--- src/hdl/sdaf_pkg.sv ---
// Shared types and constants for the signed decimal ASCII formatter.
// No dependencies.
package sdaf_pkg;

  localparam int BCD_DIGITS = 10;  // digits of the largest 32-bit magnitude
  localparam int VALUE_W    = 32;
  localparam int STEPS      = 32;  // one shift-add-3 step per magnitude bit
  localparam int STEP_W     = 5;
  localparam int CNT_W      = 4;

  localparam logic [7:0] CHAR_ZERO  = 8'h30;
  localparam logic [7:0] CHAR_LF    = 8'h0A;
  localparam logic [7:0] CHAR_MINUS = 8'h2D;

  // output byte selection
  localparam logic [1:0] SEL_MINUS = 2'd0;
  localparam logic [1:0] SEL_DIGIT = 2'd1;
  localparam logic [1:0] SEL_EOL   = 2'd2;

  typedef struct packed {
    logic       load;   // capture input value, clear digits
    logic       step;   // one shift-add-3 step
    logic       size;   // find digit count, point at top digit
    logic       emit;   // load output register
    logic [1:0] sel;    // byte to emit
  } cmd_t;

  typedef struct packed {
    logic negative;
    logic last_digit;
    logic out_free;
  } stat_t;

  function automatic logic [VALUE_W-1:0] pow10(input int n);
    logic [VALUE_W-1:0] p;
    p = 1;
    for (int i = 0; i < n; i++) begin
      p = VALUE_W'(p * 10);
    end
    return p;
  endfunction

endpackage

--- src/hdl/sdaf_datapath.sv ---
// Datapath: magnitude, shift-add-3 binary to BCD converter, digit pointer
// and output byte register. Depends on sdaf_pkg.
module sdaf_datapath import sdaf_pkg::*; #(
  parameter int MAX_DIGITS = 10
) (
  input  logic                      clk,
  input  logic                      rst,
  input  logic signed [VALUE_W-1:0] value,
  input  cmd_t                      cmd,
  output stat_t                     stat,
  output logic                      out_valid,
  input  logic                      out_ready,
  output logic [7:0]                out_char,
  output logic                      out_last
);

  localparam int KEEP  = (MAX_DIGITS < BCD_DIGITS) ? MAX_DIGITS : BCD_DIGITS;
  localparam int IDX_W = (KEEP > 1) ? $clog2(KEEP) : 1;
  localparam logic [VALUE_W-1:0] TOP_POW = pow10(KEEP - 1);

  logic [VALUE_W-1:0] magnitude;
  logic [VALUE_W-1:0] shreg;
  logic [KEEP*4-1:0]  digit_store;
  logic [KEEP*4-1:0]  adj;
  logic               negative_flag;
  logic [IDX_W-1:0]   idx;
  logic [CNT_W-1:0]   digit_count;
  logic [VALUE_W-1:0] mag_in;
  logic [3:0]         cur_digit;
  logic [7:0]         char_sel;

  assign mag_in = value[VALUE_W-1] ? (VALUE_W'(0) - VALUE_W'(value)) : VALUE_W'(value);

  // add 3 to every digit of 5 or more before the shift
  always_comb begin
    adj = digit_store;
    for (int i = 0; i < KEEP; i++) begin
      if (digit_store[4*i +: 4] >= 4'd5) begin
        adj[4*i +: 4] = digit_store[4*i +: 4] + 4'd3;
      end
    end
  end

  // digits printed: up to the top nonzero one, at least one, all kept
  // digits once the value reaches 10^(KEEP-1)
  always_comb begin
    digit_count = CNT_W'(1);
    for (int i = 0; i < KEEP; i++) begin
      if (digit_store[4*i +: 4] != 4'd0) begin
        digit_count = CNT_W'(i + 1);
      end
    end
    if (magnitude >= TOP_POW) begin
      digit_count = CNT_W'(KEEP);
    end
  end

  assign cur_digit = digit_store[{idx, 2'b00} +: 4];

  always_comb begin
    case (cmd.sel)
      SEL_MINUS: char_sel = CHAR_MINUS;
      SEL_DIGIT: char_sel = CHAR_ZERO + {4'd0, cur_digit};
      SEL_EOL:   char_sel = CHAR_LF;
      default:   char_sel = CHAR_LF;
    endcase
  end

  always_ff @(posedge clk) begin
    if (rst) begin
      magnitude     <= '0;
      negative_flag <= 1'b0;
      idx           <= '0;
    end else begin
      if (cmd.load) begin
        magnitude     <= mag_in;
        negative_flag <= value[VALUE_W-1];
      end
      if (cmd.size) begin
        idx <= IDX_W'(digit_count - CNT_W'(1));
      end else if (cmd.emit && cmd.sel == SEL_DIGIT && idx != '0) begin
        idx <= idx - IDX_W'(1);
      end
    end
  end

  // converter registers: written by load before any read
  always_ff @(posedge clk) begin
    if (cmd.load) begin
      shreg       <= mag_in;
      digit_store <= '0;
    end else if (cmd.step) begin
      shreg       <= {shreg[VALUE_W-2:0], 1'b0};
      digit_store <= {adj[KEEP*4-2:0], shreg[VALUE_W-1]};
    end
  end

  always_ff @(posedge clk) begin
    if (rst) begin
      out_valid <= 1'b0;
    end else if (cmd.emit) begin
      out_valid <= 1'b1;
    end else if (out_ready) begin
      out_valid <= 1'b0;
    end
  end

  always_ff @(posedge clk) begin
    if (cmd.emit) begin
      out_char <= char_sel;
      out_last <= (cmd.sel == SEL_EOL);
    end
  end

  assign stat.negative   = negative_flag;
  assign stat.last_digit = (idx == '0);
  assign stat.out_free   = !out_valid || out_ready;

endmodule

--- src/hdl/sdaf_controller.sv ---
// Sequencer for the formatter: conversion steps, then sign, digits and
// line feed. Depends on sdaf_pkg.
module sdaf_controller import sdaf_pkg::*; (
  input  logic  clk,
  input  logic  rst,
  input  logic  in_valid,
  output logic  in_ready,
  input  stat_t stat,
  output cmd_t  cmd
);

  localparam logic [2:0] S_IDLE  = 3'd0;
  localparam logic [2:0] S_CONV  = 3'd1;
  localparam logic [2:0] S_SIZE  = 3'd2;
  localparam logic [2:0] S_SIGN  = 3'd3;
  localparam logic [2:0] S_DIGIT = 3'd4;
  localparam logic [2:0] S_EOL   = 3'd5;

  logic [2:0]        state;
  logic [2:0]        state_next;
  logic [STEP_W-1:0] iter;

  assign in_ready = (state == S_IDLE);

  always_comb begin
    state_next = state;
    cmd        = '0;
    cmd.sel    = SEL_EOL;
    case (state)
      S_IDLE: begin
        if (in_valid) begin
          cmd.load   = 1'b1;
          state_next = S_CONV;
        end
      end
      S_CONV: begin
        cmd.step = 1'b1;
        if (iter == STEP_W'(STEPS - 1)) begin
          state_next = S_SIZE;
        end
      end
      S_SIZE: begin
        cmd.size   = 1'b1;
        state_next = stat.negative ? S_SIGN : S_DIGIT;
      end
      S_SIGN: begin
        cmd.sel = SEL_MINUS;
        if (stat.out_free) begin
          cmd.emit   = 1'b1;
          state_next = S_DIGIT;
        end
      end
      S_DIGIT: begin
        cmd.sel = SEL_DIGIT;
        if (stat.out_free) begin
          cmd.emit = 1'b1;
          if (stat.last_digit) begin
            state_next = S_EOL;
          end
        end
      end
      S_EOL: begin
        cmd.sel = SEL_EOL;
        if (stat.out_free) begin
          cmd.emit   = 1'b1;
          state_next = S_IDLE;
        end
      end
      default: begin
        state_next = S_IDLE;
      end
    endcase
  end

  always_ff @(posedge clk) begin
    if (rst) begin
      state <= S_IDLE;
      iter  <= '0;
    end else begin
      state <= state_next;
      if (state == S_CONV) begin
        iter <= iter + STEP_W'(1);
      end else begin
        iter <= '0;
      end
    end
  end

endmodule

--- src/hdl/signed_decimal_ascii_formatter.sv ---
// Signed decimal ASCII formatter: each 32-bit signed request comes out as
// its decimal text, an optional '-', the digits most significant first and a
// closing line feed flagged by tlast. A request is accepted, then converted
// by a 32-step shift-add-3 loop (one step per magnitude bit), then the size
// state sets the digit count, then one byte leaves per cycle while the output
// is taken. The next request is taken while the line feed still waits in the
// output register. MAX_DIGITS (1..20) keeps only that many low digits, at
// most 10. Depends on sdaf_pkg.
module signed_decimal_ascii_formatter import sdaf_pkg::*; #(
  parameter int MAX_DIGITS = 10
) (
  input  logic        clk,
  input  logic        rst,
  input  logic        s_axis_tvalid,
  output logic        s_axis_tready,
  input  logic [31:0] s_axis_tdata,   // [31:0] value (signed)
  output logic        m_axis_tvalid,
  input  logic        m_axis_tready,
  output logic [7:0]  m_axis_tdata,   // [7:0] char_code
  output logic        m_axis_tlast    // last
);

  cmd_t  cmd;
  stat_t stat;

  sdaf_controller u_ctrl (
    .clk      (clk),
    .rst      (rst),
    .in_valid (s_axis_tvalid),
    .in_ready (s_axis_tready),
    .stat     (stat),
    .cmd      (cmd)
  );

  sdaf_datapath #(
    .MAX_DIGITS (MAX_DIGITS)
  ) u_dp (
    .clk       (clk),
    .rst       (rst),
    .value     ($signed(s_axis_tdata)),
    .cmd       (cmd),
    .stat      (stat),
    .out_valid (m_axis_tvalid),
    .out_ready (m_axis_tready),
    .out_char  (m_axis_tdata),
    .out_last  (m_axis_tlast)
  );

endmodule

--- config.mk ---
export PLATFORM = sky130hd
export DESIGN_NAME = signed_decimal_ascii_formatter
export DESIGN_NICKNAME = d
export VERILOG_FILES = /design/src/hdl/sdaf_pkg.sv /design/src/hdl/sdaf_datapath.sv /design/src/hdl/sdaf_controller.sv /design/src/hdl/signed_decimal_ascii_formatter.sv
export SDC_FILE = /design/constraint.sdc
export NUM_CORES = 1
export LEC_CHECK = 0
export BUFFER_PORTS_ARGS = -buffer_cell sky130_fd_sc_hd__buf_2
export CAP_MARGIN = 20
export CORE_MARGIN = 8
export CORE_UTILIZATION = 55
export DETAILED_ROUTE_END_ITERATION = 10
export GPL_ROUTABILITY_DRIVEN = 0
export GPL_TIMING_DRIVEN = 0
export PLACE_DENSITY_LB_ADDON = 0.08
export SLEW_MARGIN = 40
export SYNTH_ARGS = -nofsm -noshare
export SYNTH_HDL_FRONTEND = slang
export SYNTH_SLANG_ARGS = --single-unit
export TNS_END_PERCENT = 50
--- constraint.sdc ---
create_clock -name clk -period 3.2 [get_ports clk]
set_input_delay 0.64 -clock clk [delete_from_list [all_inputs] [get_ports clk]]
set_output_delay 0.64 -clock clk [all_outputs]
set_load 0.01 [all_outputs]
==> run summary, run 1 <==
The flow ran to the end, and the final reports show no timing, DRC or antenna violations. The power after layout was 0.00411 W; the total instance count after detailed placement was 932. The overall die area is 15500 µm², and the number of iterations in the first detailed-routing pass is 6. The tools report the synthesized netlist cell count as 745. Fraction of layout instances using a drive strength above 1: 0.125. The switching share of power was 0.251; the maximum frequency from static timing analysis was 337 MHz.

The initial core utilization is 0.565. Number of synthesized flops with an enable pin: 39. The run gives 5754 as the overall via count from detail_route.

The commonest cells after synthesis are nor2_1, a21oi_1, dfxtp_1. The routed design has 16.7 mm of wire. For the pin with the worst max-slew slack, the measured transition is 0.756 ns. The logs give 5630 for the number of global-route vias before repair and 27.2 mm for the wire length of the first global-routing pass.

In the routed design, unresolved DRC markers number 0. In this run the static leakage power is 2.77 nW. Entering global routing, the biggest net connects 33 pins.

The signal on the critical path passes through inv_1 > ha_1 > or4b_2 > nor4b_1 > a31oi_1 > ha_1 > nor2b_1 > nand4_1 > o211ai_1 > a21oi_1 > o21ai_0 > a21oi_1. Row generation in the floorplan step produced 39 rows. The power density over cell area is 547 nW/µm².

Type of the setup path with the least slack: reg2reg. In this run the worst path has a maximum fanout of 4. The min-delay analysis places its worst path in the category reg2reg. For the clock buffer count from CTS, the log shows 17.

The root buffer cell chosen for the clock tree is clkbuf_16. Buffering stage count on the worst path with inverters included: 1. The worst setup path is captured at a flop. Setup violations remaining at the end of the flow were counted as 0. TritonCTS built the clock tree.

A synthesized cell averages 8.70 µm². For the proportion of power drawn by flip-flops and latches, the log shows 0.411. The setup clock skew after layout is 0.00769 ns, and the fill cell instance count of the final layout is 953.

In this run the worst setup path begins at u_dp.digit_store[36]. Synthesis inferred 116 register bits. For the worst-skew pair, the clock arrives at the later sink with an insertion delay of 0.42 ns. Among all flip-flop cells after synthesis, the most frequent one is dfxtp_1.

0 antenna diodes ended up in the layout. Summed over all instances, the cell type with the most area after synthesis is dfxtp_1. The startpoint of the worst register-to-register path is u_dp.digit_store[36]. For the maximum ir drop on the vdd rail, the log shows 0.000415 V. The area of the core region is 11500 µm². The switching power total came out at 0.00103 W. The setup fix buffers added after clock tree synthesis is 0.

The longest clock path from root to sink contains 2 buffers. The logs give 0 for the initial antenna violation count and 964 for the number of cells in the finished layout apart from fillers. The run gives 0.484 as the clock power share. The final hold violation count was 0; the clock-pin slew on the worst setup and hold paths was 0.06 ns. Hold repair after CTS inserted 0 buffers.

The startpoint identified for the worst hold timing path is u_dp.shreg[31]. The max-slew violation count is 0. The worst setup slack before clock tree synthesis came out at -0.168 ns.

Yosys attributes the largest share of cell area to dfxtp_1, edfxtp_1, nor2_1, a21oi_1, ha_1. The netlist uses 60 different library cells. Internal power comes to 0.00308 W. The average via count per standard cell is 5.97, and the final antenna-violating net count is 0. After synthesis the cells add up to 6480 µm². In this design, the largest share of critical-path delay is due to simple AND/OR/NAND/NOR gates. The async set-or-reset flop fraction in the synthesized netlist is 0, and the max-capacitance violation count is 0. The tools report the required time of the critical path as 3.54 ns. The kind of start point of the critical path was a flop. For this design, the slowest cell found on the critical path is or4b_2. For the combinational power share, the log shows 0.105.

At the worst endpoint, the arrival time is 3.31 ns. After layout, the minimum clock period comes to 2.97 ns. Once detailed placement completed, the half-perimeter wirelength came to 12.2 mm. The leading cell type by number of instances after synthesis is nor2_1. The tools report the total of cells resized after clock tree synthesis as 0. The sequential element share of the synthesized area came out at 0.419.

Across all setup checks in the final design, the least slack found is 0.232 ns. The per-cell routed wire length was 17.3 µm; the number of placed I/O pins was 47. In this run the number of H-tree levels came out at 4.

Buffers placed on the I/O ports in this run total 43. The horizontal die dimension was 125 µm. The initial detailed-routing violation count is 466.

The number of warnings issued by yosys is 0, and the share of the cycle needed by the critical path after routing is 0.928. The global router's overall resource usage came out at 0.212. For the total global routing overflow, the log shows 0.

Setup repair after global routing left no endpoint under its margin. The net count of the finished layout is 869. On the worst path, the slowest cell contributes a delay of 0.58 ns. The area growth from synthesis to layout is 16.1%.

The die span in y was 125 µm. The worst relative slew slack is 0.496. The number of clock sinks is 116.

The share of the synthesized area in the top cell type was 0.238.
-- per-stage QoR --
stage | TNS (ns) | hold WS, ns | utilization | cell area (µm²)
after floorplan | 0 | 0.418 | - | 6480
after CTS | 0 | 0.457 | 0.656 | 7520
final | 0 | 0.458 | 0.656 | 7520
after global routing | 0 | 0.469 | 0.656 | 7520
after detailed placement | -0.571 | 0.448 | 0.600 | 6880
after global placement | -0.211 | 0.437 | 0.600 | 6880
-- layout by cell type (no fill, tap or decap), types with 4 or more instances in the layout --
master | netlist | layout
or3_1 | 4 | 4
o31ai_1 | 12 | 12
nor3b_1 | 17 | 17
clkbuf_16 | 0 | 20
a211oi_1 | 18 | 18
nor2b_1 | 7 | 7
edfxtp_1 | 39 | 39
nor3_1 | 14 | 14
and2_1 | 4 | 4
nor2_1 | 126 | 126
ha_1 | 25 | 25
dfxtp_1 | 77 | 77
a21oi_1 | 83 | 83
inv_1 | 26 | 26
nand4_1 | 5 | 5
mux2i_1 | 11 | 11
nand3_1 | 35 | 35
clkbuf_8 | 0 | 4
nand2_1 | 26 | 25
o21ai_0 | 50 | 50
xnor2_1 | 19 | 19
buf_2 | 0 | 43
o21ai_1 | 4 | 4
mux4_2 | 6 | 6
xor2_1 | 22 | 22
nand2b_1 | 14 | 14
or4_4 | 4 | 4
o41ai_1 | 7 | 7
clkbuf_1 | 42 | 42
-- sequential cells by signal, indices dropped and copies added (netlist names) --
register and count:
u_dp.digit_store 40, u_ctrl.state 3, u_ctrl.iter 5, u_dp.shreg 32, u_dp.out_valid 1, u_dp.out_char 6, u_dp.out_last 1, u_dp.idx 4
u_dp.magnitude 23, u_dp.negative_flag 1
-- final cells by class --
| cell class | instances | area, µm² | area share |
|---|---|---|---|
| clock buffer | 24 | 556 | 0.0739 |
| timing repair buffer | 43 | 215 | 0.0286 |
| tap | 143 | 179 | 0.0238 |
| inverter | 26 | 97.6 | 0.0130 |
| multi-input combinational | 558 | 3490 | 0.464 |
| sequential | 116 | 2710 | 0.361 |
| buffer | 46 | 188 | 0.0250 |
| clock inverter | 8 | 82.6 | 0.0110 |
-- routing by layer --
metal | global-route usage | vias to the layer above | wire, µm
met5 | 0 | - | 0
met2 | 0.379 | 161 | 8500
li1 | - | 2797 | -
met1 | 0.240 | 2768 | 7120
met3 | 0.0477 | 28 | 758
met4 | 0.0780 | 0 | 320
-- final timing paths --
path | depth (start not counted) | slack (ns) | to
setup reg to reg | 12 | 0.23 | u_dp.idx[2]
setup / recovery | 12 | 0.23 | u_dp.idx[2]
hold / removal | 2 | 0.46 | u_dp.digit_store[0]
hold reg to reg | 2 | 0.46 | u_dp.digit_store[0]
-- cells by family after synthesis --
family	synth area share
XOR/XNOR	0.0554
AND/OR/NAND/NOR	0.207
multiplexers	0.0413
other	0.000579
AO/OA/AOI/OAI	0.184
buffers and inverters	0.0440
flip-flops	0.419
adder cells (fa/ha/maj)	0.0483
-- worst register-to-register path: cells and delay by family, from the launching register on --
kind / cells / cell delay (ns)
compound gates: 5 / 0.69
flops: 1 / 0.35
buf+inv: 1 / 0.13
simple gates: 4 / 1.28
fa+ha+maj: 2 / 0.45
-- power by group through the flow --
stage / clock (W) / combinational [W] / sequential [W]
global route: 0.00207 / 0.000478 / 0.00170
finish: 0.00199 / 0.000430 / 0.00169
detailed placement: 0 / 0.000430 / 0.00172
CTS: 0.00201 / 0.000430 / 0.00169
floorplan: 0 / 0.000284 / 0.00171
global placement: 0 / 0.000416 / 0.00172
Power figures use the tool's default switching activity.
==> run 2, diff against run 1 <==
--- a/config.mk
+++ b/config.mk
@@ -8,11 +8,12 @@
 export BUFFER_PORTS_ARGS = -buffer_cell sky130_fd_sc_hd__buf_2
 export CAP_MARGIN = 20
 export CORE_MARGIN = 8
-export CORE_UTILIZATION = 55
+export CORE_UTILIZATION = 30
 export DETAILED_ROUTE_END_ITERATION = 10
 export GPL_ROUTABILITY_DRIVEN = 0
 export GPL_TIMING_DRIVEN = 0
-export PLACE_DENSITY_LB_ADDON = 0.08
+export PLACE_DENSITY = 0.51
+export RECOVER_POWER = 50
 export SLEW_MARGIN = 40
 export SYNTH_ARGS = -nofsm -noshare
 export SYNTH_HDL_FRONTEND = slang
==> run 2 against run 1 <==
- register-to-register slack gained 0.03 ns
- design area grew 1.6%
- clock skew grew 0.0023 ns
- final cell count grew 14%
- via count shrank 3.4%
==> run summary, run 2 (synthesized netlist as in run 1, its figures left out) <==
The run finished with clean final reports. The number of inserted diodes is 0 (unchanged), and the overall via count from detail_route is 5561 (-3.4%). Leaving out fill and tap cells, the most frequent cells in the layout are nor2_1, a21oi_1, dfxtp_1. The tools report the H-tree level count as 4 (unchanged).

Number of remaining DRC errors: 0 (unchanged). The number of placed I/O pins was 47 (unchanged). The register-to-register setup slack is 0.26 ns (+0.03 ns). The setup fix buffers added after clock tree synthesis was 0 (unchanged); the maximum clock insertion buffer count was 2 (unchanged). The tools report the max-capacitance violation count as 0 (unchanged). The global router's overall resource usage was 0.139 (-0.0726); the per-cell routed wire length was 16.3 µm (-6.0%). The tools report the area after detailed placement as 7070 µm² (+2.8%). Traced cell by cell, the critical path runs through buf_2 > or4_1 > or4_4 > buf_6 > or4_1 > o41ai_4 > xor2_1 > a21oi_1. Capturing point of the worst reg2reg path: u_dp.shreg[30]. The total global routing overflow is 0 (unchanged), and the overall die area is 26600 µm² (+71%).

The wire length of the first global-routing pass was 29.3 mm (+7.9%). The logs give 116 (unchanged) for the number of clock sinks and 0.457 (-0.0392) for the worst relative slew slack. Ranked by flip-flop count, first place goes to u_dp.digit_store.

The total negative slack for setup checks is 0 ns (unchanged). The library cell used most frequently in the layout, excluding fill and tap cells, is nor2_1. The count of port buffers added during placement was 43 (unchanged).

The horizontal die dimension works out to 163 µm (+31%). Worst setup slack before clock tree synthesis: -0.142 ns (+0.0256 ns). The quantity of hold-fixing buffers added after cts was 0 (unchanged).

The worst path setup slack after routing is 0.121 ns (-0.111 ns). The run gives 870 (+0.12%) as the number of nets at the end of the flow. The initial detailed-routing violation count is 397 (-15%). Master of the slowest instance on the critical path: or4_1. The logs give 5488 (-2.5%) for the number of global-route vias before repair and 21100 µm² (+84%) for the area of the core region.

Launching instance or port of the critical path: s_axis_tdata[14]. In this run the worst setup path terminates at u_dp.shreg[27]. The final critical delay including setup and external delays was 3.08 ns (+0.111 ns). The buffering stage count on the worst path with inverters included works out to 2 (+1). The worst min-delay path class is reg2reg.

The logs give 7640 µm² (+1.6%) for the post-layout instance area and 24 (-27%) for the maximum number of pins on one net before global-route repair. The number of iterations in the first detailed-routing pass is 5 (-1). The run gives 0.362 (-0.294) as the post-layout utilization of the core.

The run gives 0.00995 ns (+0.00226 ns) as the setup clock skew after layout. The average via count per standard cell works out to 5.07 (-15%). The maximum fanout along the worst path came out at 8 (+4). For the final setup violation count, the log shows 0 (unchanged). The tools report the maximum ir drop on the vdd rail as 0.000297 V (-28%). The delay of the slowest cell on the worst path is 0.67 ns (+0.09 ns). The power after layout came out at 0.00401 W (-2.4%). For the post-detailed-routing wire length, the log shows 17.9 mm (+7.0%).

The transition time of the tightest slew-check pin was 0.815 ns (+0.0588 ns). Die span in y: 163 µm (+31%). The fraction of layout instances using a drive strength above 1 was 0.116 (-0.00988); the final antenna-violating net count was 0 (unchanged).

The required time of the critical path was 3.36 ns (-0.18 ns); the worst reg-to-reg path cell count was 7 (-5). The initial core utilization came out at 0.307 (-0.258). In this run the clock root is driven by a clkbuf_16. The share of the cycle needed by the critical path after routing is 0.962 (+0.0348).

Leakage power: 2.73 nW (-1.5%). The worst setup path is captured at a flop. The tools report the max-slew violation count as 0 (unchanged). Setup repair after global routing could not meet its margin everywhere. Clock latency at the later pin of the worst-skew pair: 0.42 ns (about the same).

Among cell families on the critical path, the largest total delay comes from simple AND/OR/NAND/NOR gates. The cell that appears most often on the critical path is or4_1. The largest registers in the layout are u_dp.digit_store: 40 flops, u_dp.shreg: 32 flops, u_dp.magnitude: 23 flops. The arrival time of data at the critical path endpoint is 3.24 ns (-0.07 ns), and the row count is 53 (+36%). Power density over cell area: 525 nW/µm² (-3.9%). The run gives 17 (unchanged) as the clock buffer count from CTS.

The post-DP HPWL came out at 12.9 mm (+6.2%). The worst setup path is of the in2reg kind. The initial antenna violation count was 0 (unchanged); the maximum frequency from static timing analysis was 325 MHz (-3.6%). The logic depth of the worst setup path including buffers is 8 (-4), and the number of flip-flops in the largest register is 40 (unchanged).

The area overhead of the layout relative to synthesis was 17.9%. The kind of start point of the critical path was an input port. TritonCTS built the clock tree. The clock-pin slew on the worst setup and hold paths works out to 0.06 ns (about the same).

The final hold violation count came out at 0 (unchanged). The startpoint of the worst register-to-register path is u_ctrl.state[2].
[run 2: per-stage QoR]
stage | cells | hold WS [ns]
6_report | 1097 | 0.450
3_3_place_gp | 1064 | 0.439
4_1_cts | 1097 | 0.453
5_1_grt | 1097 | 0.467
3_5_place_dp | 1065 | 0.445
2_1_floorplan | 746 | 0.418
[run 2: how the worst min path moves through the flow]
stage | endpoint | cells after the start | startpoint | slack [ns]
after global routing | u_dp.magnitude[31] | 2 | u_dp.magnitude[31] | 0.47
after detailed placement | u_dp.digit_store[0] | 2 | u_dp.shreg[31] | 0.45
after CTS | u_dp.magnitude[31] | 2 | u_dp.magnitude[31] | 0.45
final | u_dp.digit_store[0] | 2 | u_dp.shreg[31] | 0.45
after floorplan | u_dp.digit_store[0] | 2 | u_dp.shreg[31] | 0.42
after global placement | u_dp.digit_store[0] | 2 | u_dp.shreg[31] | 0.44
[run 2: cell type report]
type | count | area, µm²
plain buffers | 46 | 190
clock buffers | 17 | 425
clock inverters | 15 | 158
fillers | 2220 | 13400
inverters | 26 | 97.6
multi-input cells | 558 | 3480
flip-flops and latches | 116 | 2710
well taps | 275 | 344
repair buffers | 44 | 233
[run 2: layer usage]
metal | track usage | wire length (µm) | share of wire | vias up
met5 | 0 | 0 | 0 | -
met3 | 0.0316 | 670 | 0.038 | 18
li1 | - | - | - | 2795
met1 | 0.186 | 8800 | 0.49 | 2647
met2 | 0.220 | 8190 | 0.46 | 101
met4 | 0.0421 | 199 | 0.011 | 0
[run 2: worst register-to-register path, stage by stage, from the launching register on]
cell	delay, ns
dfxtp_1	0.30
clkbuf_1	0.19
nor3_1	0.46
and2_1	0.20
clkbuf_1	0.34
clkbuf_1	0.48
clkbuf_1	0.56
a21oi_1	0.13
[run 2: where the power goes]
part	internal [W]	switching [W]	total, W
clock	0.00115	0.000724	0.00187
sequential	0.00164	0.0000434	0.00169
combinational	0.000149	0.000302	0.000451
total	0.00294	0.00107	0.00401
[run 2: timing repair]
item                                    CTS  global route
endpoints found under the setup margin    0            16
endpoints found under the hold margin     0             0
resized for setup                         0             5
==> run 3, diff against run 2 <==
--- a/config.mk
+++ b/config.mk
@@ -12,6 +12,7 @@
 export DETAILED_ROUTE_END_ITERATION = 10
 export GPL_ROUTABILITY_DRIVEN = 0
 export GPL_TIMING_DRIVEN = 0
+export MAX_ROUTING_LAYER = met4
 export PLACE_DENSITY = 0.51
 export RECOVER_POWER = 50
 export SLEW_MARGIN = 40
==> constraint.sdc (replaced) <==
create_clock -name clk -period 3.2 [get_ports clk]
set_input_delay 0.48 -clock clk [delete_from_list [all_inputs] [get_ports clk]]
set_output_delay 0.48 -clock clk [all_outputs]
set_load 0.01 [all_outputs]
==> run 3 against run 2 <==
- largest cell class unchanged
- global-route usage rose by 0.43 points
- register-to-register slack gained 0.02 ns
- critical path type is now reg2reg
- largest power group unchanged
- via count down 0.23%
==> run summary, run 3 (synthesized netlist as in run 1, its figures left out) <==
The run finished with clean final reports. The final critical delay including setup and external delays came out at 2.92 ns (-0.159 ns). The arrival time of data at the critical path endpoint was 3.06 ns (-0.18 ns).

Fraction of layout instances using a drive strength above 1: 0.116 (unchanged). The tools report the number of cells in the finished layout apart from fillers as 1097 (unchanged). The area overhead of the layout relative to synthesis came out at 17.9% (about the same). The per-cell routed wire length was 16.3 µm (about the same); the number of remaining DRC errors was 0 (unchanged). The initial antenna violation count is 0 (unchanged), and the area of the core region is 21100 µm² (unchanged). The setup clock skew after layout was 0.00859 ns (-0.00136 ns); the quantity of hold-fixing buffers added after cts was 0 (unchanged). The number of nets at the end of the flow was 870 (unchanged); the number of flip-flops in the largest register was 40 (unchanged). The library cells used most frequently in the layout, excluding fill and tap cells, are nor2_1, a21oi_1, dfxtp_1.

The global routing stage identified its most utilized layer as met2. The type of the setup path with the least slack was reg2reg. The worst setup path is captured at a flop. Maximum ir drop on the vdd rail: 0.000299 V (+0.43%). The maximum frequency from static timing analysis is 342 MHz (+5.4%), and the overall die area is 26600 µm² (unchanged).

The worst relative slew slack is 0.465 (+0.00864). The largest registers in the layout are u_dp.digit_store: 40 flops, u_dp.shreg: 32 flops, u_dp.magnitude: 23 flops. The number of iterations in the first detailed-routing pass came out at 5 (unchanged). The worst min-delay path class is in2reg. The register with the most flip-flops in the final layout is u_dp.digit_store.

The number of placed I/O pins is 47 (unchanged), and the share of the cycle needed by the critical path after routing is 0.913 (-0.0496). The clock-pin slew on the worst setup and hold paths is 0.06 ns (about the same). For the hold slack, the log shows 0.372 ns (-0.0778 ns). The number of inserted diodes came out at 0 (unchanged). The average via count per standard cell is 5.06 (-0.23%), and the number of global-route vias before repair is 5491 (+0.055%).

The met2 usage in global routing was 0.220 (about the same); the final hold violation count was 0 (unchanged). For the maximum clock insertion buffer count, the log shows 2 (unchanged). The initial detailed-routing violation count was 417 (+5.0%). Transition time of the tightest slew-check pin: 0.802 ns (-0.0130 ns). The setup fix buffers added after clock tree synthesis is 0 (unchanged).

The root buffer cell was clkbuf_16. For the max-slew violation count, the log shows 0 (unchanged). The worst setup path is launched from a flop. For the leakage power, the log shows 2.73 nW (about the same). The count of port buffers added during placement works out to 43 (unchanged). The power density over cell area was 525 nW/µm² (about the same); the power after layout was 0.00401 W (about the same). The post-layout instance area is 7640 µm² (about the same).

The area after detailed placement came out at 7070 µm² (unchanged). The logs give 0 (unchanged) for the total of cells resized after clock tree synthesis and 4 (unchanged) for the H-tree level count. The tools report the final antenna-violating net count as 0 (unchanged). The horizontal die dimension was 163 µm (unchanged).

For the total instance count after detailed placement, the log shows 1065 (unchanged). The wire length of the first global-routing pass is 29.4 mm (+0.14%). The library cell used most frequently in the layout, excluding fill and tap cells, is nor2_1. For the row count, the log shows 53 (unchanged). Maximum fanout along the worst path: 10 (+2).

Setup repair after global routing could not meet its margin everywhere. The worst path setup slack after routing is 0.279 ns (+0.159 ns). The maximum number of pins on one net before global-route repair is 24 (unchanged), and the post-detailed-routing wire length is 17.9 mm (about the same). The max-capacitance violation count was 0 (unchanged). For the number of clock sinks, the log shows 116 (unchanged). The global router's overall resource usage was 0.144 (+0.00427). TritonCTS built the clock tree.

The tools report the met3 global-route usage as 0.0301 (-0.00152). The tools report the clock latency at the later pin of the worst-skew pair as 0.42 ns (about the same). Post-DP HPWL: 12.9 mm (unchanged). The logs give 0.307 (unchanged) for the initial core utilization and 3.34 ns (-0.02 ns) for the required time of the critical path. The global-route met1 utilization is 0.188 (+0.00168). The clock buffer count from CTS was 17 (unchanged). The run gives 0.0180 ns (+0.160 ns) as the worst setup slack before clock tree synthesis. The logs give 5548 (-0.23%) for the overall via count from detail_route and 0 (unchanged) for the final setup violation count. The tools report the total global routing overflow as 0 (unchanged). The die span in y was 163 µm (unchanged).
run 3: worst paths after layout:
check | from | to | slack (ns) | depth (start not counted)
max | u_ctrl.state[2] | u_dp.shreg[30] | 0.28 | 7
min | s_axis_tdata[0] | u_dp.shreg[0] | 0.37 | 3
max reg2reg | u_ctrl.state[2] | u_dp.shreg[30] | 0.28 | 7
min reg2reg | u_dp.shreg[31] | u_dp.digit_store[0] | 0.45 | 2
run 3: power breakdown:
group | internal (W) | switching, W | leakage (nW)
clock network | 0.00115 | 0.000723 | 0.276
registers | 0.00164 | 0.0000435 | 0.998
logic | 0.000149 | 0.000301 | 1.46
run 3: area by class of cell:
cell class / count / area, µm²
Buffer: 46 / 190
Clock buffer: 17 / 425
Clock inverter: 15 / 158
Fill cell: 2219 / 13400
Inverter: 26 / 97.6
Multi-Input combinational cell: 558 / 3480
Sequential cell: 116 / 2710
Tap cell: 275 / 344
Timing Repair Buffer: 44 / 233
run 3: metrics by stage:
step                      setup TNS [ns]  utilization
after floorplan                        0            -
after global placement             -5.72        0.334
after detailed placement               0        0.335
after CTS                              0        0.363
after global routing             -0.0249        0.362
final                                  0        0.362
run 3: critical path, cell delays in order (launching register included):
cell      delay [ns]
dfxtp_1         0.30
clkbuf_1        0.19
nor3_1          0.46
and2_1          0.20
clkbuf_1        0.34
clkbuf_1        0.48
clkbuf_1        0.55
a21oi_1         0.13
run 3: per-layer routing:
| metal | vias up | routed length [µm] |
|---|---|---|
| li1 | 2794 | - |
| met1 | 2625 | 8780 |
| met2 | 113 | 8170 |
| met3 | 16 | 717 |
| met4 | 0 | 197 |
| met5 | - | 0 |
